`src/hdl/ptts_pkg.sv`:
```
// Shared types and constants for the priority task table scheduler.
package ptts_pkg;

    localparam int TABLE_DEPTH_DEF = 32;
    localparam int MAX_TOP_DEF     = 8;
    localparam int RESULT_LIMIT    = 8;
    localparam logic [3:0] TOP_COUNT_RST = 4'd3;

    localparam logic [2:0] FUNC_ADD   = 3'd0;
    localparam logic [2:0] FUNC_EDIT  = 3'd1;
    localparam logic [2:0] FUNC_REM   = 3'd2;
    localparam logic [2:0] FUNC_EXEC  = 3'd3;
    localparam logic [2:0] FUNC_QUERY = 3'd4;

    localparam logic [1:0] ST_OK    = 2'd0;
    localparam logic [1:0] ST_NOID  = 2'd1;
    localparam logic [1:0] ST_FULL  = 2'd2;
    localparam logic [1:0] ST_EMPTY = 2'd3;

    // one decoded command as it sits in the command queue
    typedef struct packed {
        logic [2:0]  func;
        logic [15:0] task_id;
        logic [15:0] prio;
        logic [15:0] due;
        logic [7:0]  cat_code;
        logic [3:0]  lim;
    } cmd_t;

    // true when (pa,da,ia) ranks above (pb,db,ib)
    function automatic logic ranks_above(input logic [15:0] pa, input logic [15:0] da,
                                         input logic [15:0] ia, input logic [15:0] pb,
                                         input logic [15:0] db, input logic [15:0] ib);
        logic r;
        if (pa != pb)      r = pa > pb;
        else if (da != db) r = da < db;
        else               r = ia < ib;
        return r;
    endfunction

endpackage

```
`src/hdl/ptts_front.sv`:
```
// Front end: takes command beats, clamps the query limit, feeds a short queue.
module ptts_front #(
    parameter int MAX_TOP = ptts_pkg::MAX_TOP_DEF,
    parameter int QDEPTH  = 2
) (
    input  logic            aclk,
    input  logic            aresetn,
    input  logic            cfg_we,
    input  logic [3:0]      cfg_wdata,
    input  logic            s_valid,
    output logic            s_ready,
    input  logic [2:0]      s_func,
    input  logic [15:0]     s_task_id,
    input  logic [15:0]     s_prio,
    input  logic [15:0]     s_due,
    input  logic [7:0]      s_cat_code,
    output logic            q_valid,
    input  logic            q_ready,
    output ptts_pkg::cmd_t  q_cmd
);
    import ptts_pkg::*;

    localparam int PW = (QDEPTH > 1) ? $clog2(QDEPTH) : 1;
    localparam int LIMMAX = (MAX_TOP < RESULT_LIMIT) ? MAX_TOP : RESULT_LIMIT;

    logic [3:0]    top_count_reg;
    cmd_t          q_mem [QDEPTH];
    logic [PW-1:0] wp_reg, rp_reg;
    logic [PW:0]   cnt_reg;
    logic [3:0]    lim;
    cmd_t          in_cmd;
    logic          push, pop;

    always_comb begin
        if (top_count_reg == 4'd0) lim = 4'd1;
        else if (top_count_reg > 4'(LIMMAX)) lim = 4'(LIMMAX);
        else lim = top_count_reg;
        in_cmd = '{func: s_func, task_id: s_task_id, prio: s_prio, due: s_due,
                   cat_code: s_cat_code, lim: lim};
    end

    assign s_ready = (cnt_reg != (PW+1)'(QDEPTH));
    assign q_valid = (cnt_reg != '0);
    assign q_cmd   = q_mem[rp_reg];
    assign push    = s_valid && s_ready;
    assign pop     = q_valid && q_ready;

    always_ff @(posedge aclk) begin
        if (!aresetn) begin
            top_count_reg <= TOP_COUNT_RST;
            wp_reg <= '0;
            rp_reg <= '0;
            cnt_reg <= '0;
        end else begin
            if (cfg_we) top_count_reg <= cfg_wdata;
            if (push) begin
                q_mem[wp_reg] <= in_cmd;
                wp_reg <= (wp_reg == PW'(QDEPTH-1)) ? '0 : wp_reg + 1'b1;
            end
            if (pop) rp_reg <= (rp_reg == PW'(QDEPTH-1)) ? '0 : rp_reg + 1'b1;
            if (push && !pop) cnt_reg <= cnt_reg + 1'b1;
            else if (pop && !push) cnt_reg <= cnt_reg - 1'b1;
        end
    end
endmodule

```
`src/hdl/ptts_back.sv`:
```
// Back end: table scans, updates and result beats.
module ptts_back #(
    parameter int TABLE_DEPTH = ptts_pkg::TABLE_DEPTH_DEF
) (
    input  logic            aclk,
    input  logic            aresetn,
    input  logic            q_valid,
    output logic            q_ready,
    input  ptts_pkg::cmd_t  q_cmd,
    output logic            m_valid,
    input  logic            m_ready,
    output logic [15:0]     m_result_id,
    output logic            m_found,
    output logic [1:0]      m_status,
    output logic            m_last
);
    import ptts_pkg::*;

    localparam int AW = (TABLE_DEPTH > 1) ? $clog2(TABLE_DEPTH) : 1;

    typedef enum logic [2:0] {S_IDLE, S_SCAN, S_RD, S_DECIDE, S_WR, S_OUT} state_t;

    state_t state_reg;
    cmd_t   cmd_reg;
    logic [TABLE_DEPTH-1:0] valid_reg, taken_reg;
    logic [15:0] id_mem [TABLE_DEPTH];
    logic [15:0] pr_mem [TABLE_DEPTH];
    logic [15:0] du_mem [TABLE_DEPTH];
    logic [7:0]  ct_mem [TABLE_DEPTH];

    logic [AW-1:0] idx_reg;       // slot address presented to the memory
    logic          rd_v_reg;      // read data below belongs to rd_a_reg
    logic [AW-1:0] rd_a_reg;
    logic [15:0]   rd_id_reg, rd_pr_reg, rd_du_reg;
    logic [7:0]    rd_ct_reg;
    logic          scan_end_reg;  // last address issued

    logic          hit_reg, free_reg, best_v_reg;
    logic          extra_reg;     // a second candidate seen this sweep
    logic [AW-1:0] hit_a_reg, free_a_reg, best_a_reg;
    logic [15:0]   best_id_reg, best_pr_reg, best_du_reg;
    logic [3:0]    n_reg;

    logic [15:0]   o_id_reg;
    logic          o_found_reg, o_last_reg;
    logic [1:0]    o_st_reg;
    logic          m_valid_reg;

    logic cand;

    assign q_ready     = (state_reg == S_IDLE) && !m_valid_reg;
    assign m_valid     = m_valid_reg;
    assign m_result_id = o_id_reg;
    assign m_found     = o_found_reg;
    assign m_status    = o_st_reg;
    assign m_last      = o_last_reg;

    always_comb begin
        cand = rd_v_reg && valid_reg[rd_a_reg] && !taken_reg[rd_a_reg] &&
               ((cmd_reg.func != FUNC_QUERY) || (rd_ct_reg == cmd_reg.cat_code));
    end

    // table store, one write port
    always_ff @(posedge aclk) begin
        if (state_reg == S_WR && cmd_reg.func == FUNC_ADD && (hit_reg || free_reg)) begin
            id_mem[hit_reg ? hit_a_reg : free_a_reg] <= cmd_reg.task_id;
            pr_mem[hit_reg ? hit_a_reg : free_a_reg] <= cmd_reg.prio;
            du_mem[hit_reg ? hit_a_reg : free_a_reg] <= cmd_reg.due;
            ct_mem[hit_reg ? hit_a_reg : free_a_reg] <= cmd_reg.cat_code;
        end else if (state_reg == S_WR && cmd_reg.func == FUNC_EDIT && hit_reg) begin
            pr_mem[hit_a_reg] <= cmd_reg.prio;
        end
        rd_id_reg <= id_mem[idx_reg];
        rd_pr_reg <= pr_mem[idx_reg];
        rd_du_reg <= du_mem[idx_reg];
        rd_ct_reg <= ct_mem[idx_reg];
    end

    always_ff @(posedge aclk) begin
        if (!aresetn) begin
            state_reg   <= S_IDLE;
            valid_reg   <= '0;
            taken_reg   <= '0;
            m_valid_reg <= 1'b0;
            rd_v_reg    <= 1'b0;
            idx_reg     <= '0;
        end else begin
            if (m_valid_reg && m_ready) m_valid_reg <= 1'b0;
            case (state_reg)
                S_IDLE: begin
                    if (q_valid && q_ready) begin
                        cmd_reg <= q_cmd;
                        taken_reg <= '0;
                        n_reg <= '0;
                        hit_reg <= 1'b0;
                        free_reg <= 1'b0;
                        best_v_reg <= 1'b0;
                        extra_reg <= 1'b0;
                        idx_reg <= '0;
                        scan_end_reg <= 1'b0;
                        rd_v_reg <= 1'b0;
                        if (q_cmd.func > FUNC_QUERY) begin
                            o_id_reg <= '0; o_found_reg <= 1'b0;
                            o_st_reg <= ST_OK; o_last_reg <= 1'b1;
                            state_reg <= S_OUT;
                        end else begin
                            state_reg <= S_SCAN;
                        end
                    end
                end
                S_SCAN: begin
                    // address pipeline: issue idx, compare its registered read data in the next cycle
                    rd_v_reg <= !scan_end_reg;
                    rd_a_reg <= idx_reg;
                    if (!scan_end_reg) begin
                        if (idx_reg == AW'(TABLE_DEPTH-1)) scan_end_reg <= 1'b1;
                        else idx_reg <= idx_reg + 1'b1;
                    end
                    if (rd_v_reg) begin
                        if (valid_reg[rd_a_reg] && rd_id_reg == cmd_reg.task_id && !hit_reg) begin
                            hit_reg <= 1'b1; hit_a_reg <= rd_a_reg;
                        end
                        if (!valid_reg[rd_a_reg] && !free_reg) begin
                            free_reg <= 1'b1; free_a_reg <= rd_a_reg;
                        end
                        if (cand && best_v_reg) extra_reg <= 1'b1;
                        if (cand && (!best_v_reg || ranks_above(rd_pr_reg, rd_du_reg,
                                rd_id_reg, best_pr_reg, best_du_reg, best_id_reg))) begin
                            best_v_reg <= 1'b1; best_a_reg <= rd_a_reg;
                            best_pr_reg <= rd_pr_reg; best_du_reg <= rd_du_reg;
                            best_id_reg <= rd_id_reg;
                        end
                    end
                    if (scan_end_reg && !rd_v_reg) state_reg <= S_DECIDE;
                end
                S_DECIDE: begin
                    // hold while the previous query beat is still waiting
                    if (!m_valid_reg) begin
                        state_reg <= S_OUT;
                        o_id_reg <= '0; o_found_reg <= 1'b0; o_last_reg <= 1'b1;
                        o_st_reg <= ST_OK;
                        case (cmd_reg.func)
                            FUNC_ADD: begin
                                if (!hit_reg && !free_reg) o_st_reg <= ST_FULL;
                                else state_reg <= S_WR;
                            end
                            FUNC_EDIT: begin
                                if (!hit_reg) o_st_reg <= ST_NOID;
                                else state_reg <= S_WR;
                            end
                            FUNC_REM: begin
                                if (!hit_reg) o_st_reg <= ST_NOID;
                                else valid_reg[hit_a_reg] <= 1'b0;
                            end
                            FUNC_EXEC: begin
                                if (!best_v_reg) o_st_reg <= ST_EMPTY;
                                else begin
                                    valid_reg[best_a_reg] <= 1'b0;
                                    o_id_reg <= best_id_reg; o_found_reg <= 1'b1;
                                end
                            end
                            FUNC_QUERY: begin
                                // later rounds always have a match: last is set when lim is
                                // reached or as soon as no second candidate is left
                                if (!best_v_reg) o_st_reg <= ST_EMPTY;
                                else begin
                                    taken_reg[best_a_reg] <= 1'b1;
                                    o_id_reg <= best_id_reg; o_found_reg <= 1'b1;
                                    o_last_reg <= (n_reg + 1'b1 == cmd_reg.lim) ||
                                                  !extra_reg;
                                    n_reg <= n_reg + 1'b1;
                                end
                            end
                            default: ;
                        endcase
                    end
                end
                S_WR: begin
                    if (cmd_reg.func == FUNC_ADD && !hit_reg) valid_reg[free_a_reg] <= 1'b1;
                    state_reg <= S_OUT;
                end
                S_OUT: begin
                    if (!m_valid_reg) begin
                        m_valid_reg <= 1'b1;
                        if (o_last_reg) state_reg <= S_IDLE;
                        else begin
                            // another query round
                            best_v_reg <= 1'b0;
                            extra_reg <= 1'b0;
                            idx_reg <= '0;
                            scan_end_reg <= 1'b0;
                            rd_v_reg <= 1'b0;
                            state_reg <= S_SCAN;
                        end
                    end
                end
                default: state_reg <= S_IDLE;
            endcase
        end
    end
endmodule

```
`src/hdl/priority_task_table_scheduler.sv`:
```
// Top level of the priority task table scheduler.
// Use: commands enter on the s_ channel (valid/ready, one command per beat):
//   add, edit priority, remove, execute best, category query.
// Results leave on the m_ channel, one beat per result; the final beat of a
// command carries m_last. A query gives up to top_count beats (0 counts as 1,
// capped at MAX_TOP and 8), best first. cfg_we/cfg_wdata write top_count (reset 3); write only while idle.
// Flow: a command sits in a two-entry queue, then the back end sweeps the
// table once per result through its single registered read port; an add or
// edit that writes also passes through a write state before its result beat.
// Throughput: one command at a time in the back end; the next one starts
// after the last result beat is taken. The front queue keeps taking beats
// while the back end works, as long as it has room.
// Reset clears all valid bits and the queue; table contents need no clear.
// When the receiver stalls the result beat holds, the back end waits, and
// the queue fills, then s_ready drops.
module priority_task_table_scheduler #(
    parameter int TABLE_DEPTH = ptts_pkg::TABLE_DEPTH_DEF,
    parameter int MAX_TOP     = ptts_pkg::MAX_TOP_DEF
) (
    input  logic        aclk,
    input  logic        aresetn,
    input  logic        cfg_we,
    input  logic [3:0]  cfg_wdata,
    input  logic        s_valid,
    output logic        s_ready,
    input  logic [2:0]  s_func,
    input  logic [15:0] s_task_id,
    input  logic [15:0] s_prio,
    input  logic [15:0] s_due,
    input  logic [7:0]  s_cat_code,
    output logic        m_valid,
    input  logic        m_ready,
    output logic [15:0] m_result_id,
    output logic        m_found,
    output logic [1:0]  m_status,
    output logic        m_last
);
    import ptts_pkg::*;

    cmd_t q_cmd;
    logic q_valid, q_ready;

    // front: clamp the query limit and queue
    ptts_front #(.MAX_TOP(MAX_TOP), .QDEPTH(2)) u_front (
        .aclk, .aresetn, .cfg_we, .cfg_wdata,
        .s_valid, .s_ready, .s_func, .s_task_id, .s_prio, .s_due, .s_cat_code,
        .q_valid, .q_ready, .q_cmd
    );

    // back: table sweeps and result beats
    ptts_back #(.TABLE_DEPTH(TABLE_DEPTH)) u_back (
        .aclk, .aresetn, .q_valid, .q_ready, .q_cmd,
        .m_valid, .m_ready, .m_result_id, .m_found, .m_status, .m_last
    );
endmodule
```
`config.mk`:
```
export PLATFORM = sky130hd
export DESIGN_NAME = priority_task_table_scheduler
export DESIGN_NICKNAME = d
export VERILOG_FILES = /design/src/hdl/ptts_pkg.sv /design/src/hdl/ptts_front.sv /design/src/hdl/ptts_back.sv /design/src/hdl/priority_task_table_scheduler.sv
export SDC_FILE = /design/constraint.sdc
export NUM_CORES = 2
export LEC_CHECK = 0
export ABC_AREA = 1
export BUFFER_PORTS_ARGS = -buffer_cell sky130_fd_sc_hd__buf_2
export CORE_ASPECT_RATIO = 0.7
export CORE_MARGIN = 3
export CORE_UTILIZATION = 52
export CTS_BUF_LIST = sky130_fd_sc_hd__clkbuf_4
export CTS_CLUSTER_DIAMETER = 120
export DETAILED_ROUTE_END_ITERATION = 6
export PLACE_DENSITY = 0.71
export SYNTH_ARGS = -nofsm -noshare
export SYNTH_HDL_FRONTEND = slang
export SYNTH_SLANG_ARGS = --single-unit
```
`constraint.sdc`:
```
create_clock -name aclk -period 4.99 [get_ports aclk]
set_clock_uncertainty 0.05 [all_clocks]
set_input_delay 0.2495 -clock aclk [delete_from_list [all_inputs] [get_ports aclk]]
set_output_delay 0.2495 -clock aclk [all_outputs]
set_load 0.02 [all_outputs]
```
Yosys cells after proc, flatten, opt, wreduce, memory -nomap -nowiden
Memory sizes are Yosys's and may differ from the RTL's. A register that Yosys moved wholly into a read port is not among the register bits.
Index checks and enable logic that the tools add are counted.
Operators by class
  add/sub/neg operators: 6
  magnitude comparators: 12
  eq/ne operators: 35
  muxes and demuxes: 115
  bitwise logic cells: 6
  reductions and logical operators: 68
Operators by type and width (number)
  $mux W32: 8
  $pmux W32 S2: 3
  $mux W16: 6
  $and A32 B32 Y32: 2
  $not A32 Y32: 2
  $or A32 B32 Y32: 2
  $mux W1: 53
  $mux W5: 7
  $lt A16 B16 Y1: 2
  $ne A16 B16 Y1: 2
  $pmux W16 S2: 1
  $reduce_and A5 Y1: 5
  $logic_and A1 B1 Y1: 24
  $lt A5 B6 Y1 const B: 4
  $mux W4: 6
  $reduce_and A4 Y1: 5
  $ne A2 B2 Y1 const B: 9
  $reduce_and A6 Y1: 3
  $eq A16 B16 Y1: 1
  $gt A16 B16 Y1: 1
  $ne A2 B1 Y1 const B: 8
  $reduce_or A16 Y1: 1
  $demux W1 S5: 3
  $ge A5 B1 Y1 const B: 3
  other kinds (36): 81
Word-level totals
  register bits: 242
  RAM bits: 1918
  output and inout port bits: 22
  memories kept: 5
Memories
  u_back.du_mem: depth 32, bits a word 16, rd ports 1, clocked after Yosys merged registers in 1, wr ports 1, RTL line ptts_back.sv:28  | logic [15:0] du_mem [TABLE_DEPTH];
  u_back.id_mem: depth 32, bits a word 16, rd ports 1, clocked after Yosys merged registers in 1, wr ports 1, RTL line ptts_back.sv:26  | logic [15:0] id_mem [TABLE_DEPTH];
  u_back.pr_mem: depth 32, bits a word 16, rd ports 1, clocked after Yosys merged registers in 1, wr ports 1, RTL line ptts_back.sv:27  | logic [15:0] pr_mem [TABLE_DEPTH];
  u_back.ct_mem: depth 32, bits a word 8, rd ports 1, clocked after Yosys merged registers in 1, wr ports 1, RTL line ptts_back.sv:29  | logic [7:0] ct_mem [TABLE_DEPTH];
  u_front.q_mem: depth 2, bits a word 63, rd ports 1, clocked after Yosys merged registers in 1, wr ports 1, RTL line ptts_front.sv:27  | cmd_t q_mem [QDEPTH];

Longest topological paths before layout
  depth in word-level cells: 11
  mapped depth: 15
  mapped depth without buffers: 15

Hierarchy
A second synthesis with hierarchy kept.
Second synthesis, totals
  cells, all modules: 6652
  area, all modules: 87371.3 µm²
Modules (own cells, without submodules)
  ptts_back: instances 1, cells an instance 6396, area an instance 82120.0 µm²
  ptts_front: instances 1, cells an instance 256, area an instance 5251.3 µm²

Worst setup path before layout
OpenSTA, ideal clock, no wires.
  kind: reg2reg
  start point: register u_front.cnt_reg[0]
  end point: memory u_front.q_mem[1][0] (netlist name) (enable)
  setup time: 0.561 ns
  data arrival time: 4.983 ns
  data required time: 4.379 ns
  slack: -0.605 ns
  stages on the path, launching flop included: 5
  path buffers: 0
  clock period less this slack: 5.595 ns
  cells stage by stage: dfxtp_1 inv_1 nand2_1 nand2_1 nor3_1
Between the ends
  longest elaborated chain between the ends: 5
RTL lines
  start: declaration: RTL line ptts_front.sv:29  | logic [PW:0] cnt_reg;
  start signal: assignment: RTL line ptts_front.sv:61  | if (push && !pop) cnt_reg <= cnt_reg + 1'b1;
  start signal: assignment: RTL line ptts_front.sv:62  | else if (pop && !push) cnt_reg <= cnt_reg - 1'b1;
  $ne A2 B2 Y1: RTL line ptts_front.sv:42  | assign s_ready = (cnt_reg != (PW+1)'(QDEPTH));
  net s_ready: RTL line priority_task_table_scheduler.sv:25  | output logic s_ready,
  $logic_and A1 B1 Y1: RTL line ptts_front.sv:45  | assign push = s_valid && s_ready;
  $mux W1: RTL line ptts_front.sv:56  | if (push) begin
  $mux W1: RTL line ptts_front.sv:49  | if (!aresetn) begin
  $mux W1 (implied by the code): RTL line ptts_front.sv:57  | q_mem[wp_reg] <= in_cmd;
  end: declaration: RTL line ptts_front.sv:27
The timed path passes the listed nets, and every way through them passes these cells.

Worst setup path in the final report
  start point: register u_back.hit_reg
  end point: memory u_back.du_mem[7][0] (enable)
Between the ends
  longest elaborated chain between the ends: 4
  elaborated cells between the ends (all ways): 5
  those cells by class: mux (3); reduce/logical (2)
RTL lines
  start: declaration: RTL line ptts_back.sv:38  | logic hit_reg, free_reg, best_v_reg;
  start signal: assignment: RTL line ptts_back.sv:95  | hit_reg <= 1'b0;
  start signal: assignment: RTL line ptts_back.sv:121  | hit_reg <= 1'b1; hit_a_reg <= rd_a_reg;
  $logic_or A1 B1 Y1: RTL line ptts_back.sv:65  | if (state_reg == S_WR && cmd_reg.func == FUNC_ADD && (hit_reg || free_reg)) begin
  $logic_and A1 B1 Y1: RTL line ptts_back.sv:65
  $mux W1: RTL line ptts_back.sv:65
  $mux W1: RTL line ptts_back.sv:68  | du_mem[hit_reg ? hit_a_reg : free_a_reg] <= cmd_reg.due;
  end: declaration: RTL line ptts_back.sv:28
Several ways; a longest one is shown, not always the timed one.

==> impl_results.md <==
* Post-Syn Instances at 6808
* Vias in the first global route at 56340
* Worst setup path category: register to register
* Synthesis-to-layout area growth at 12.87%
* Simple-Gate Fraction of Synth Area at 0.09853
* CTS tree: built
* Synth Area in Compound Gates at 0.1114
* Crit start category: register
* Total grt overflow at 0
* CP endpoint kind: register
* Hold Crit Class: input pin to register
* H-tree Lvls at 6
* XOR/XNOR share of the synthesized area at 0.001506
* GPL Wtd Cong at 0.9222
* Area after DPL at 90170 µm²
* Worst-Skew Late Latency at 1.37 ns
* Total CTS buffers at 544
* Worst VDD drop at 336.0 µV
* Max Clk Rate at 233.1 MHz
* Reg clk slew, reported paths at 0.07 ns
* DP Worst Slack at 1.003 ns
* Die width at 495.6 µm
* Initial core utilization at 0.5247
* Final-report hold violation count at 0
* Largest cells by area after synthesis: edfxtp_1, o21ai_0, nor2_1, dfxtp_1, nand2_1
* Top flop regs: u_back.du_mem: 512 flops, u_back.id_mem: 512 flops, u_back.pr_mem: 512 flops
* Core Region at 166300 µm²
* 1st-iter DRT viols at 8620
* Top cells by count, synth: edfxtp_1, nor2_1, o21ai_0
* Cell taking the most area after synthesis: edfxtp_1
* R2R Setup Slk at 0.70 ns
* CTS sink cnt at 2217
* Port Buffers at 89
* CP endpoint: u_back.du_mem[7][0]
* Beginning of the critical path: u_back.hit_reg
* Mux share of post-synthesis cell area at 0
* Post-synth EDFFs at 2078
* Async S/R FF share, synth at 0
* Count leader, synth: edfxtp_1
* FF-to-FF End: u_back.du_mem[7][0]
* Critical R2R Launch: u_back.hit_reg
* Crit-path max FO at 40
* Synthesized area per cell at 12.81 µm²
* CP required at 5.83 ns
* Layout cell share with drive strength beyond 1 at 0.1482
* Max_slew headroom at 0.05835
* Post-Synth Adder-Cell Area at 0.007315
* First-pass GRT wire length at 346500 µm
* Arrival time of the worst setup path at 5.13 ns
* Fin Setup TNS at 0 ns
* Post-CTS sizing at 0
* Pins over their slew limit at 0
* Yosys warns at 0
* Avg Vias per Cell at 5.955
* DR WL/cell at 23.56 µm
* # hold bufs at CTS at 147
* Post-Route WL at 232600 µm
* Largest net degree at the start of global routing at 203
* PD cells at 481.5 nW/µm²
* Max-cap violations at 0
* Top FF cell, synth: edfxtp_1
* R2R depth at 5
* Initial antenna violation count at 8
* # rows at 125
* Final setup fails at 0
* RSZ-0062 raised after global routing: false
* Post-synthesis sequential area ratio at 0.7472
* Layout Nets at 7411
* PnR worst setup slack at 0.7008 ns
* Drt drc at 0
* Clock root cell: clkbuf_4
* Fillers at 12870
* Post-synthesis cell type count at 50
* # IOs at 90
* Min Tclk post-route at 4.289 ns
* Design area at 98470 µm²
* Antenna-violating nets left at 0
* Hold Path Depth at 3
* Total global-route track usage at 0.2657
* Worst-margin pin slew at 1.412 ns
* Post-synth net total at 6927
* Post-CTS Setup Bufs at 0
* Total number of vias at 58800
* Die height at 348.7 µm
* Outcome: completed
* Post-synth top area share at 0.7153
* CTS max path bufs at 4
* Largest family of logic cells by synthesized area: compound AO/OA/AOI/OAI gates
* Die area at 172800 µm²
* Seq cells post-synth at 2217
* Synthesized area at 87240 µm²
* HPWL after detailed placement at 126300 µm
* Final Cycle Share at 0.8596
* Drt first pass iters at 6
* Leak at 33.66 nW
[worst max-delay path: stages, from the launching register on]
cell and delay (ns):
edfxtp_1 0.71, o21ai_0 0.52, nor2_1 1.08, inv_1 0.49, nor3_2 0.27, buf_4 0.71
[per-layer routing]
metal,global-route usage,share of wire,wire [µm],vias to the layer above
met5,0,0.000056,13,-
met4,0.08308,0.019,4486,2
met3,0.09024,0.14,33470,367
met2,0.3733,0.43,100100,3770
met1,0.3908,0.41,94560,28390
li1,-,-,-,26280
[cells by family (layout without fill, tap and decap cells)]
family | after synthesis | in the layout
AND/OR/NAND/NOR | 2098 | 2098
flip-flops | 2217 | 2217
adder cells (fa/ha/maj) | 51 | 51
other | 0 | 8
buffers and inverters | 734 | 1570
XOR/XNOR | 15 | 15
AO/OA/AOI/OAI | 1693 | 1693
[worst min-delay path by stage]
stage | from | to
2_1_floorplan | s_cat_code[6] | u_front.q_mem[0][10]
3_3_place_gp | u_back.rd_du_reg[10] | u_back.best_du_reg[10]
3_5_place_dp | u_back.rd_du_reg[6] | u_back.best_du_reg[6]
4_1_cts | s_prio[13] | u_front.q_mem[0][41]
5_1_grt | s_prio[1] | u_front.q_mem[1][29]
6_report | s_prio[3] | u_front.q_mem[1][31]
[stage by stage]
step | hold WS (ns) | std cells | util | power [W]
after floorplan | 0.2984 | 6808 | - | 0.02868
after global placement | 0.3658 | 8821 | 0.5423 | 0.03202
after detailed placement | 0.3736 | 8821 | 0.5423 | 0.03229
after CTS | 0.006551 | 9866 | 0.5922 | 0.04735
after global routing | 0.08543 | 9873 | 0.5923 | 0.04961
final | 0.1538 | 9874 | 0.5923 | 0.04742
[area by class of cell]
cell class | instances | area [µm²] | share of cell area
Clock inverter | 113 | 918.4 | 0.009327
Clock buffer | 785 | 5893 | 0.05985
Sequential cell | 2217 | 65200 | 0.6621
Tap cell | 2222 | 2780 | 0.02823
Inverter | 307 | 1176 | 0.01194
Antenna cell | 8 | 20.02 | 0.0002033
Multi-Input combinational cell | 3857 | 19310 | 0.1961
Timing Repair Buffer | 365 | 3173 | 0.03222
[placed cells by master, fill, tap and decap left out, types with 4 or more instances in the layout]
master         count
clkinv_2           8
o22ai_1          278
nor3_4             4
clkbuf_4         785
diode_2            8
o21ai_0          969
nor3_1            36
inv_2             24
buf_2             89
buf_12            23
nor2_4             7
dfxtp_1          134
bufinv_16         18
nand2_1          646
or2_2              6
nand3_1          275
o21ai_1           65
nand4_1           57
nor2_2             5
inv_1            290
a21oi_1          118
o211ai_1          58
o221ai_1         171
xnor2_1           12
a22oi_1            8
dfxtp_4            4
nor2_1          1020
clkinv_1          72
nor3_2            34
buf_4            106
o21bai_1           4
dlygate4sd3_1    147
edfxtp_1        2078
ha_1              51
o21a_1             7
[power by group]
group	switching, W	total [W]	internal, W
combinational	0.00665	0.00904	0.00239
clock	0.00701	0.0151	0.00812
sequential	0.00118	0.0232	0.0221
No activity file was read; power rests on OpenSTA's default activity.
